--- src/design/pod_pkg.sv ---
// Shared types and constants for the parking occupancy detector.
package pod_pkg;

	localparam int DIST_W = 14;
	localparam int DEB_W = 8;
	localparam int LIMIT_W = 16;
	localparam int CFG_DATA_W = 16;
	localparam int CFG_IDX_W = 3;

	typedef enum logic [CFG_IDX_W-1:0] {
		REG_NEAR_LIMIT   = 3'd0,
		REG_MIN_DIST     = 3'd1,
		REG_MAX_DIST     = 3'd2,
		REG_DEBOUNCE     = 3'd3,
		REG_MAG_LIMIT_X  = 3'd4,
		REG_MAG_LIMIT_Y  = 3'd5,
		REG_MAG_LIMIT_Z  = 3'd6
	} reg_idx_t;

	localparam logic [DIST_W-1:0] NEAR_LIMIT_RST = 14'd1600;
	localparam logic [DIST_W-1:0] MIN_DIST_RST = 14'd16;
	localparam logic [DIST_W-1:0] MAX_DIST_RST = 14'd8000;
	localparam logic [DEB_W-1:0] DEBOUNCE_RST = 8'd3;
	localparam logic [LIMIT_W-1:0] MAG_LIMIT_X_RST = 16'd100;
	localparam logic [LIMIT_W-1:0] MAG_LIMIT_Y_RST = 16'd49;
	localparam logic [LIMIT_W-1:0] MAG_LIMIT_Z_RST = 16'd349;

	typedef struct packed {
		logic [DIST_W-1:0]  near_limit;
		logic [DIST_W-1:0]  min_valid_distance;
		logic [DIST_W-1:0]  max_valid_distance;
		logic [DEB_W-1:0]   debounce_count;
		logic [LIMIT_W-1:0] mag_limit_x;
		logic [LIMIT_W-1:0] mag_limit_y;
		logic [LIMIT_W-1:0] mag_limit_z;
	} cfg_t;

	typedef struct packed {
		logic occupied;
		logic used_magnetic;
		logic magnetic_event;
		logic baseline_captured;
		logic state_changed;
	} result_t;

	typedef struct packed {
		logic latched_full;
		logic latched_empty;
		logic occupied_flag;
	} latch_t;

endpackage

--- src/design/pod_step.sv ---
// Per-sample decision logic: next detector state and result flags.
module pod_step #(
	parameter int RUN_COUNT_WIDTH = 8,
	parameter int FIELD_WIDTH = 16
) (
	input  pod_pkg::cfg_t                cfg,
	input  logic [pod_pkg::DIST_W-1:0]   distance,
	input  logic                         distance_nan,
	input  logic [FIELD_WIDTH-1:0]       field_x,
	input  logic [FIELD_WIDTH-1:0]       field_y,
	input  logic [FIELD_WIDTH-1:0]       field_z,
	input  logic [RUN_COUNT_WIDTH-1:0]   near_run,
	input  logic [RUN_COUNT_WIDTH-1:0]   far_run,
	input  pod_pkg::latch_t              latch,
	input  logic [FIELD_WIDTH-1:0]       base_x,
	input  logic [FIELD_WIDTH-1:0]       base_y,
	input  logic [FIELD_WIDTH-1:0]       base_z,
	output logic [RUN_COUNT_WIDTH-1:0]   near_run_nxt,
	output logic [RUN_COUNT_WIDTH-1:0]   far_run_nxt,
	output pod_pkg::latch_t              latch_nxt,
	output logic                         base_load,
	output pod_pkg::result_t             result
);

	localparam int DIFF_W = FIELD_WIDTH + 1;
	localparam int CMP_W = (DIFF_W > pod_pkg::LIMIT_W) ? DIFF_W : pod_pkg::LIMIT_W;
	localparam int RCMP_W = (RUN_COUNT_WIDTH > pod_pkg::DEB_W) ? RUN_COUNT_WIDTH
		: pod_pkg::DEB_W;
	localparam logic [RUN_COUNT_WIDTH-1:0] RUN_MAX = {RUN_COUNT_WIDTH{1'b1}};

	logic failed;
	logic near;
	logic capture;
	logic event_hit;
	logic [DIFF_W-1:0] mag_x, mag_y, mag_z;
	logic [RCMP_W-1:0] deb_ext;

	// Magnitude of baseline minus reading, one extra bit for the full swing.
	function automatic logic [DIFF_W-1:0] abs_diff(input logic [FIELD_WIDTH-1:0] a,
		input logic [FIELD_WIDTH-1:0] b);
		logic [DIFF_W-1:0] d;
		d = {a[FIELD_WIDTH-1], a} - {b[FIELD_WIDTH-1], b};
		return d[DIFF_W-1] ? (~d + 1'b1) : d;
	endfunction

	assign failed = distance_nan || (distance <= cfg.min_valid_distance)
		|| (distance > cfg.max_valid_distance);
	assign near = distance < cfg.near_limit;
	assign deb_ext = RCMP_W'(cfg.debounce_count);

	assign mag_x = abs_diff(base_x, field_x);
	assign mag_y = abs_diff(base_y, field_y);
	assign mag_z = abs_diff(base_z, field_z);

	assign capture = (!latch.latched_empty && !latch.latched_full)
		|| (base_x == '0 && base_y == '0 && base_z == '0);
	assign event_hit = (CMP_W'(mag_x) > CMP_W'(cfg.mag_limit_x))
		|| (CMP_W'(mag_y) > CMP_W'(cfg.mag_limit_y))
		|| (CMP_W'(mag_z) > CMP_W'(cfg.mag_limit_z));

	always_comb begin
		near_run_nxt = near_run;
		far_run_nxt = far_run;
		latch_nxt = latch;
		base_load = 1'b0;
		result = '0;
		if (!failed) begin
			if (near) begin
				near_run_nxt = (near_run == RUN_MAX) ? RUN_MAX : near_run + 1'b1;
				far_run_nxt = '0;
			end else begin
				near_run_nxt = '0;
				far_run_nxt = (far_run == RUN_MAX) ? RUN_MAX : far_run + 1'b1;
			end
			if (RCMP_W'(near_run_nxt) > deb_ext && !latch.latched_full) begin
				latch_nxt = '{latched_full: 1'b1, latched_empty: 1'b0, occupied_flag: 1'b1};
			end
			if (RCMP_W'(far_run_nxt) > deb_ext && !latch.latched_empty) begin
				latch_nxt = '{latched_full: 1'b0, latched_empty: 1'b1, occupied_flag: 1'b0};
			end
		end else begin
			result.used_magnetic = 1'b1;
			if (capture) begin
				base_load = 1'b1;
				result.baseline_captured = 1'b1;
			end else if (event_hit) begin
				base_load = 1'b1;
				result.magnetic_event = 1'b1;
				if (!latch.latched_full && latch.latched_empty) begin
					latch_nxt = '{latched_full: 1'b1, latched_empty: 1'b0,
						occupied_flag: 1'b1};
				end else if (latch.latched_full && !latch.latched_empty) begin
					latch_nxt = '{latched_full: 1'b0, latched_empty: 1'b1,
						occupied_flag: 1'b0};
				end
			end
		end
		result.occupied = latch_nxt.occupied_flag;
		result.state_changed = latch_nxt.occupied_flag ^ latch.occupied_flag;
	end

endmodule

--- src/design/parking_occupancy_detector_core.sv ---
// Top level of the parking occupancy detector: channels, config and state registers.
//
//  channel   | handshake                     | payload
//  ----------+-------------------------------+------------------------------------------
//  sample    | sample_valid / sample_ready   | distance, distance_nan, field_x/y/z
//  result    | result_valid / result_ready   | occupied, used_magnetic, magnetic_event,
//            |                               | baseline_captured, state_changed
//  config    | cfg_valid / cfg_ready         | cfg_index, cfg_data
//
// One sample per clock while the result register is free or being taken. A transfer on
// the sample side lands in the input register; the decision logic runs on it against the
// detector state, and the result register and the state update together as it moves on.
// The input register holds while the result register is full and not taken; the sample
// side stalls only then. Reset loads the register defaults, clears the run counters and
// baseline, and marks the spot free. cfg_ready is always high.
module parking_occupancy_detector_core #(
	parameter int RUN_COUNT_WIDTH = 8,
	parameter int FIELD_WIDTH = 16
) (
	input  logic                              clk,
	input  logic                              arst_n,
	input  logic                              sample_valid,
	output logic                              sample_ready,
	input  logic [pod_pkg::DIST_W-1:0]        distance,
	input  logic                              distance_nan,
	input  logic [FIELD_WIDTH-1:0]            field_x,
	input  logic [FIELD_WIDTH-1:0]            field_y,
	input  logic [FIELD_WIDTH-1:0]            field_z,
	output logic                              result_valid,
	input  logic                              result_ready,
	output logic                              occupied,
	output logic                              used_magnetic,
	output logic                              magnetic_event,
	output logic                              baseline_captured,
	output logic                              state_changed,
	input  logic                              cfg_valid,
	output logic                              cfg_ready,
	input  logic [pod_pkg::CFG_IDX_W-1:0]     cfg_index,
	input  logic [pod_pkg::CFG_DATA_W-1:0]    cfg_data
);

	pod_pkg::cfg_t cfg_q;

	// input stage
	logic                        valid_s1;
	logic [pod_pkg::DIST_W-1:0]  distance_s1;
	logic                        nan_s1;
	logic [FIELD_WIDTH-1:0]      field_x_s1, field_y_s1, field_z_s1;

	// detector state
	logic [RUN_COUNT_WIDTH-1:0]  near_run_q, far_run_q;
	pod_pkg::latch_t             latch_q;
	logic [FIELD_WIDTH-1:0]      base_x_q, base_y_q, base_z_q;

	// result stage
	logic                        valid_s2;
	pod_pkg::result_t            result_s2;

	logic [RUN_COUNT_WIDTH-1:0]  near_run_nxt, far_run_nxt;
	pod_pkg::latch_t             latch_nxt;
	logic                        base_load;
	pod_pkg::result_t            result_nxt;
	logic                        advance;

	// Move the held sample into the result register when that register is free or
	// being drained this cycle.
	assign advance = valid_s1 && (!valid_s2 || result_ready);
	assign sample_ready = !valid_s1 || advance;
	assign cfg_ready = 1'b1;

	// Config writes; indexes past the list are dropped.
	always_ff @(posedge clk or negedge arst_n) begin
		if (!arst_n) begin
			cfg_q.near_limit <= pod_pkg::NEAR_LIMIT_RST;
			cfg_q.min_valid_distance <= pod_pkg::MIN_DIST_RST;
			cfg_q.max_valid_distance <= pod_pkg::MAX_DIST_RST;
			cfg_q.debounce_count <= pod_pkg::DEBOUNCE_RST;
			cfg_q.mag_limit_x <= pod_pkg::MAG_LIMIT_X_RST;
			cfg_q.mag_limit_y <= pod_pkg::MAG_LIMIT_Y_RST;
			cfg_q.mag_limit_z <= pod_pkg::MAG_LIMIT_Z_RST;
		end else if (cfg_valid) begin
			case (cfg_index)
				pod_pkg::REG_NEAR_LIMIT:
					cfg_q.near_limit <= cfg_data[pod_pkg::DIST_W-1:0];
				pod_pkg::REG_MIN_DIST:
					cfg_q.min_valid_distance <= cfg_data[pod_pkg::DIST_W-1:0];
				pod_pkg::REG_MAX_DIST:
					cfg_q.max_valid_distance <= cfg_data[pod_pkg::DIST_W-1:0];
				pod_pkg::REG_DEBOUNCE:
					cfg_q.debounce_count <= cfg_data[pod_pkg::DEB_W-1:0];
				pod_pkg::REG_MAG_LIMIT_X:
					cfg_q.mag_limit_x <= cfg_data[pod_pkg::LIMIT_W-1:0];
				pod_pkg::REG_MAG_LIMIT_Y:
					cfg_q.mag_limit_y <= cfg_data[pod_pkg::LIMIT_W-1:0];
				pod_pkg::REG_MAG_LIMIT_Z:
					cfg_q.mag_limit_z <= cfg_data[pod_pkg::LIMIT_W-1:0];
				default: ;
			endcase
		end
	end

	// Input register: capture on a sample transfer, drop the valid once passed on.
	always_ff @(posedge clk or negedge arst_n) begin
		if (!arst_n) begin
			valid_s1 <= 1'b0;
		end else if (sample_valid && sample_ready) begin
			valid_s1 <= 1'b1;
		end else if (advance) begin
			valid_s1 <= 1'b0;
		end
	end

	always_ff @(posedge clk) begin
		if (sample_valid && sample_ready) begin
			distance_s1 <= distance;
			nan_s1 <= distance_nan;
			field_x_s1 <= field_x;
			field_y_s1 <= field_y;
			field_z_s1 <= field_z;
		end
	end

	pod_step #(
		.RUN_COUNT_WIDTH(RUN_COUNT_WIDTH),
		.FIELD_WIDTH(FIELD_WIDTH)
	) u_step (
		.cfg(cfg_q),
		.distance(distance_s1),
		.distance_nan(nan_s1),
		.field_x(field_x_s1),
		.field_y(field_y_s1),
		.field_z(field_z_s1),
		.near_run(near_run_q),
		.far_run(far_run_q),
		.latch(latch_q),
		.base_x(base_x_q),
		.base_y(base_y_q),
		.base_z(base_z_q),
		.near_run_nxt(near_run_nxt),
		.far_run_nxt(far_run_nxt),
		.latch_nxt(latch_nxt),
		.base_load(base_load),
		.result(result_nxt)
	);

	// Advance the detector state exactly once per sample, as it enters the result
	// register; the next sample then sees it without a gap.
	always_ff @(posedge clk or negedge arst_n) begin
		if (!arst_n) begin
			near_run_q <= '0;
			far_run_q <= '0;
			latch_q <= '{latched_full: 1'b0, latched_empty: 1'b1, occupied_flag: 1'b0};
			base_x_q <= '0;
			base_y_q <= '0;
			base_z_q <= '0;
		end else if (advance) begin
			near_run_q <= near_run_nxt;
			far_run_q <= far_run_nxt;
			latch_q <= latch_nxt;
			if (base_load) begin
				base_x_q <= field_x_s1;
				base_y_q <= field_y_s1;
				base_z_q <= field_z_s1;
			end
		end
	end

	// Result register: hold until the result transfer completes.
	always_ff @(posedge clk or negedge arst_n) begin
		if (!arst_n) begin
			valid_s2 <= 1'b0;
		end else if (advance) begin
			valid_s2 <= 1'b1;
		end else if (result_ready) begin
			valid_s2 <= 1'b0;
		end
	end

	always_ff @(posedge clk) begin
		if (advance) begin
			result_s2 <= result_nxt;
		end
	end

	assign result_valid = valid_s2;
	assign occupied = result_s2.occupied;
	assign used_magnetic = result_s2.used_magnetic;
	assign magnetic_event = result_s2.magnetic_event;
	assign baseline_captured = result_s2.baseline_captured;
	assign state_changed = result_s2.state_changed;

endmodule
--- config.mk ---
export PLATFORM = sky130hd
export DESIGN_NAME = parking_occupancy_detector_core
export DESIGN_NICKNAME = d
export VERILOG_FILES = /design/src/design/pod_pkg.sv /design/src/design/pod_step.sv /design/src/design/parking_occupancy_detector_core.sv
export SDC_FILE = /design/constraint.sdc
export NUM_CORES = 1
export LEC_CHECK = 0
export ABC_CLOCK_PERIOD_IN_PS = 4700
export BUFFER_PORTS_ARGS = -buffer_cell sky130_fd_sc_hd__buf_2
export CORE_ASPECT_RATIO = 1.2
export CORE_MARGIN = 8
export CORE_UTILIZATION = 35
export CTS_BUF_LIST = sky130_fd_sc_hd__clkbuf_4
export DETAILED_ROUTE_END_ITERATION = 7
export GPL_TIMING_DRIVEN = 0
export PLACE_DENSITY = 0.57
export SETUP_SLACK_MARGIN = 0.05
export SLEW_MARGIN = 20
export SYNTH_ARGS = -nofsm -noshare
export SYNTH_HDL_FRONTEND = slang
export SYNTH_SLANG_ARGS = --single-unit
export TNS_END_PERCENT = 100
--- constraint.sdc ---
create_clock -name clk -period 4.7 [get_ports clk]
set_clock_uncertainty 0.1 [all_clocks]
set_input_delay 0.235 -clock clk [delete_from_list [all_inputs] [get_ports clk]]
set_output_delay 0.235 -clock clk [all_outputs]
set_load 0.02 [all_outputs]
==> insert_results.sql <==
INSERT INTO impl_metrics (metric_group, metric, value, unit) VALUES
('timing', 'max_slew.worst_pin.slew', '1.090', 'ns'),
('final_layout', 'regArea', '0.006252', 'sq mm'),
('floorplan', 'core', '0.04258', 'sq mm'),
('timing', 'hold_ws', '0.1064', 'ns'),
('pwr', 'pwr-share-seq', '21.5', '%'),
('timing', 'final-setup-viol-count', '54', ''),
('pwr', 'overall_power_consumption', '13780', 'uW'),
('pwr', 'sw_frac_of_total', '42.27', '%'),
('pwr', 'internal_power_contribution', '7955', 'uW'),
('timing', 'fin_ws', '-0.9009', 'ns'),
('floorplan', 'die_area', '0.04977', 'sq mm'),
('setup_path', 'critPathMaxFanout', '7', ''),
('clocking', 'maximum_root_to_sink_buffer_count', '3', ''),
('placement', 'gp_congestion', '0.8093', ''),
('yosys', 'synth_edf_count', '68', ''),
('yosys', 'syn-mean-instance-area', '9.949', 'sq um'),
('grt', 'grt_first_pass_wirelength', '63340', 'um'),
('detailed_routing', 'route.top_layer_used', 'met4', ''),
('detailed_routing', 'post_drt_wl_per_cell', '16.02', 'um'),
('worst_hold_path', 'timing.hold.worst.class', 'in -> reg', ''),
('setup_path', 'worst_path_most_repeated_cell', 'sky130_fd_sc_hd__buf_8', ''),
('grt', 'grt_start_max_net_pins', '89', ''),
('timing', 'totalNegativeSetupSlack', '-45.92', 'ns'),
('clocking', 'htree_levels', '3', ''),
('yosys', 'post_synth_main_area_contributors', 'sky130_fd_sc_hd__dfrtp_1, sky130_fd_sc_hd__edfxtp_1, sky130_fd_sc_hd__ha_1', ''),
('final_layout', 'layout-drive-gt1-share', '23.87', '%'),
('final_layout', 'area_used_by_multi_input_combinational_logic', '0.008358', 'sq mm'),
('timing', 'relSlewSlack', '27.16', '%'),
('detailed_routing', 'routed_wire_length', '38730', 'um'),
('floorplan', 'die-height', '242.8', 'um'),
('grt', 'leftover_overflow_at_the_end_of_global_routing', '0', ''),
('placement', 'placement.io_buffers', '91', ''),
('setup_path', 'required', '5.20', 'ns'),
('clocking', 'clk_transition_reported_paths', '0.07', 'ns'),
('clocking', 'cts.root.buffer_cell', 'sky130_fd_sc_hd__clkbuf_4', ''),
('setup_path', 'timing.setup.critical_path_class', 'reg -> reg', ''),
('detailed_routing', 'final_antenna_net_count', '0', ''),
('clocking', 'tritoncts_clock_tree', 'built', ''),
('pwr', 'clockPowerShare', '15.0', '%'),
('detailed_routing', 'detailedRoute.firstPassIterationCount', '5', ''),
('yosys', 'syn_inst', '1508', ''),
('final_layout', 'nNetsFinal', '2062', ''),
('yosys', 'synth.largest_area_cell', 'sky130_fd_sc_hd__dfrtp_1', ''),
('outcome', 'violations', 'setup timing', ''),
('detailed_routing', 'drt_drc_violations_left', '0', ''),
('floorplan', 'chipWidth', '205', 'um'),
('setup_path', 'critical-path-slowest-cell', 'sky130_fd_sc_hd__dfrtp_1', ''),
('outcome', 'outcome', 'complete, but fails checks', ''),
('detailed_routing', 'dr_wl_met2', '19270', 'um'),
('floorplan', 'io-pin-count', '95', ''),
('yosys', 'yosysSeqAreaShare', '41.67', '%'),
('setup_path', 'critical_path_arrival', '6.10', 'ns'),
('timing', 'final.period_utilization', '119.2', '%'),
('timing', 'post-route-min-period', '5.601', 'ns'),
('setup_path', 'worst_setup_path_start_kind', 'flop', ''),
('clocking', 'clk-insertion-delay-late', '0.76', 'ns'),
('yosys', 'synth_common_cells', 'sky130_fd_sc_hd__inv_1, sky130_fd_sc_hd__ha_1, sky130_fd_sc_hd__dfrtp_1, sky130_fd_sc_hd__nand2_1, sky130_fd_sc_hd__o21ai_0', ''),
('detailed_routing', 'drt_iter0_markers', '596', ''),
('setup_path', 'slowest_stage_delay_cp', '0.38', 'ns'),
('grt', 'grt_antenna_before_repair', '1', ''),
('pwr', 'p_per_area', '727.0', 'mW/mm^2'),
('pwr', 'total_leakage_power', '0.008560', 'uW'),
('timing', 'grt_setup_unrepaired', 'true', ''),
('detailed_routing', 'vias', '11960', ''),
('pwr', 'share_comb_of_total_power', '63.5', '%'),
('detailed_routing', 'wl_met1', '16590', 'um'),
('timing', 'max_freq', '178.5', 'MHz'),
('final_layout', 'n_fill_cell', '4154', ''),
('yosys', 'synth_cell_type_count', '71', ''),
('grt', 'grt_pass1_vias', '12502', ''),
('yosys', 'ys_ff_latch', '235', '');
sequential cells by signal (all words and copies together), names as in the netlist:
register           count
base_x_q              16
cfg_q                 98
field_x_s1            16
occupied               1
field_z_s1            16
distance_s1           14
magnetic_event         1
nan_s1                 1
used_magnetic          1
base_y_q              16
latch_q                3
result_valid           1
field_y_s1            16
state_changed          1
far_run_q              8
base_z_q              16
near_run_q             8
valid_s1               1
baseline_captured      1
per-stage QoR:
stage	worst slack (ns)	utilization, %	cells	area [sq um]
global route	-1.143	44.52	2417	18950
finish	-0.9009	44.52	2417	18950
CTS	-0.9373	43.91	2405	18700
global placement	-1.604	38.02	2151	16190
detailed placement	-1.688	38.19	2153	16260
floorplan	-0.1967	-	1508	15040
final timing paths:
check	to	startpoint	slack (ns)	cells past startpoint
setup / recovery	base_z_q[15]	base_z_q[0]	-0.90	29
hold / removal	distance_s1[4]	distance[4]	0.11	2
setup reg to reg	base_z_q[15]	base_z_q[0]	-0.90	29
hold reg to reg	base_y_q[8]	field_y_s1[8]	0.39	1
max in group asynchronous	latch_q[1]	arst_n	3.41	4
min in group asynchronous	cfg_q[65]	arst_n	0.57	3
power by group through the flow:
stage               Clock, uW  Sequential [uW]  Combinational, uW
floorplan                   0             2920               5530
global placement            0             2990               6850
detailed placement          0             3000               7060
CTS                      2160             2970               8220
global route             2260             3040               9730
finish                   2060             2970               8750
critical path, delay by kind of cell (launching register included):
kind	cells	cell delay, ns
simple gates	5	0.63
mux	1	0.33
compound gates	12	2.21
xor+xnor	1	0.14
flops	1	0.38
buf+inv	7	0.85
fa+ha+maj	3	0.84
area by class of cell:
class	instances	share of cell area (%)
Clock inverter	22	0.8449
Timing Repair Buffer	232	9.954
Clock buffer	102	4.040
Buffer	34	1.096
Multi-Input combinational cell	1071	44.10
Inverter	168	3.327
Sequential cell	235	32.99
Antenna cell	1	0.01320
Tap cell	552	3.644
per-layer routing:
layer	GRT usage, %	vias to the layer above
met1	18.31	5661
met5	0	-
li1	-	5999
met3	2.785	76
met4	7.872	0
met2	27.14	224
placed cells by master, fill, tap and decap left out, types with 61 or more instances in the layout:
master	synthesis	routed
sky130_fd_sc_hd__dfrtp_1	142	142
sky130_fd_sc_hd__nor2_1	75	70
sky130_fd_sc_hd__buf_2	1	91
sky130_fd_sc_hd__xnor2_1	64	61
sky130_fd_sc_hd__inv_1	168	166
sky130_fd_sc_hd__nand2_1	128	127
sky130_fd_sc_hd__mux2_2	76	76
sky130_fd_sc_hd__a21oi_1	92	85
sky130_fd_sc_hd__dlygate4sd3_1	0	94
sky130_fd_sc_hd__o21ai_0	112	101
sky130_fd_sc_hd__ha_1	162	159
sky130_fd_sc_hd__edfxtp_1	68	68
sky130_fd_sc_hd__clkbuf_4	0	102
logic make-up (layout without fill, tap and decap cells):
group | count (synthesis) | in the layout | share of synthesized area, %
and+or+nand+nor | 371 | 371 | 12.18
xor gates and xnor gates | 86 | 86 | 5.020
DFF | 235 | 235 | 41.67
muxes | 97 | 97 | 7.255
buffers and inverters | 202 | 558 | 5.346
AOI/OAI and AO/OA | 351 | 351 | 14.59
adders and majority gates | 165 | 165 | 13.91
other | 1 | 2 | 0.02499
repair_timing:
action,in CTS,in global routing
hold buffers,95,0
pin swaps,28,32
cloned,1,1
buffers inserted,34,10
endpoints found under the setup margin,54,54
endpoints found under the hold margin,327,0
gates resized for setup,63,35
Power figures use the tool's default switching activity.
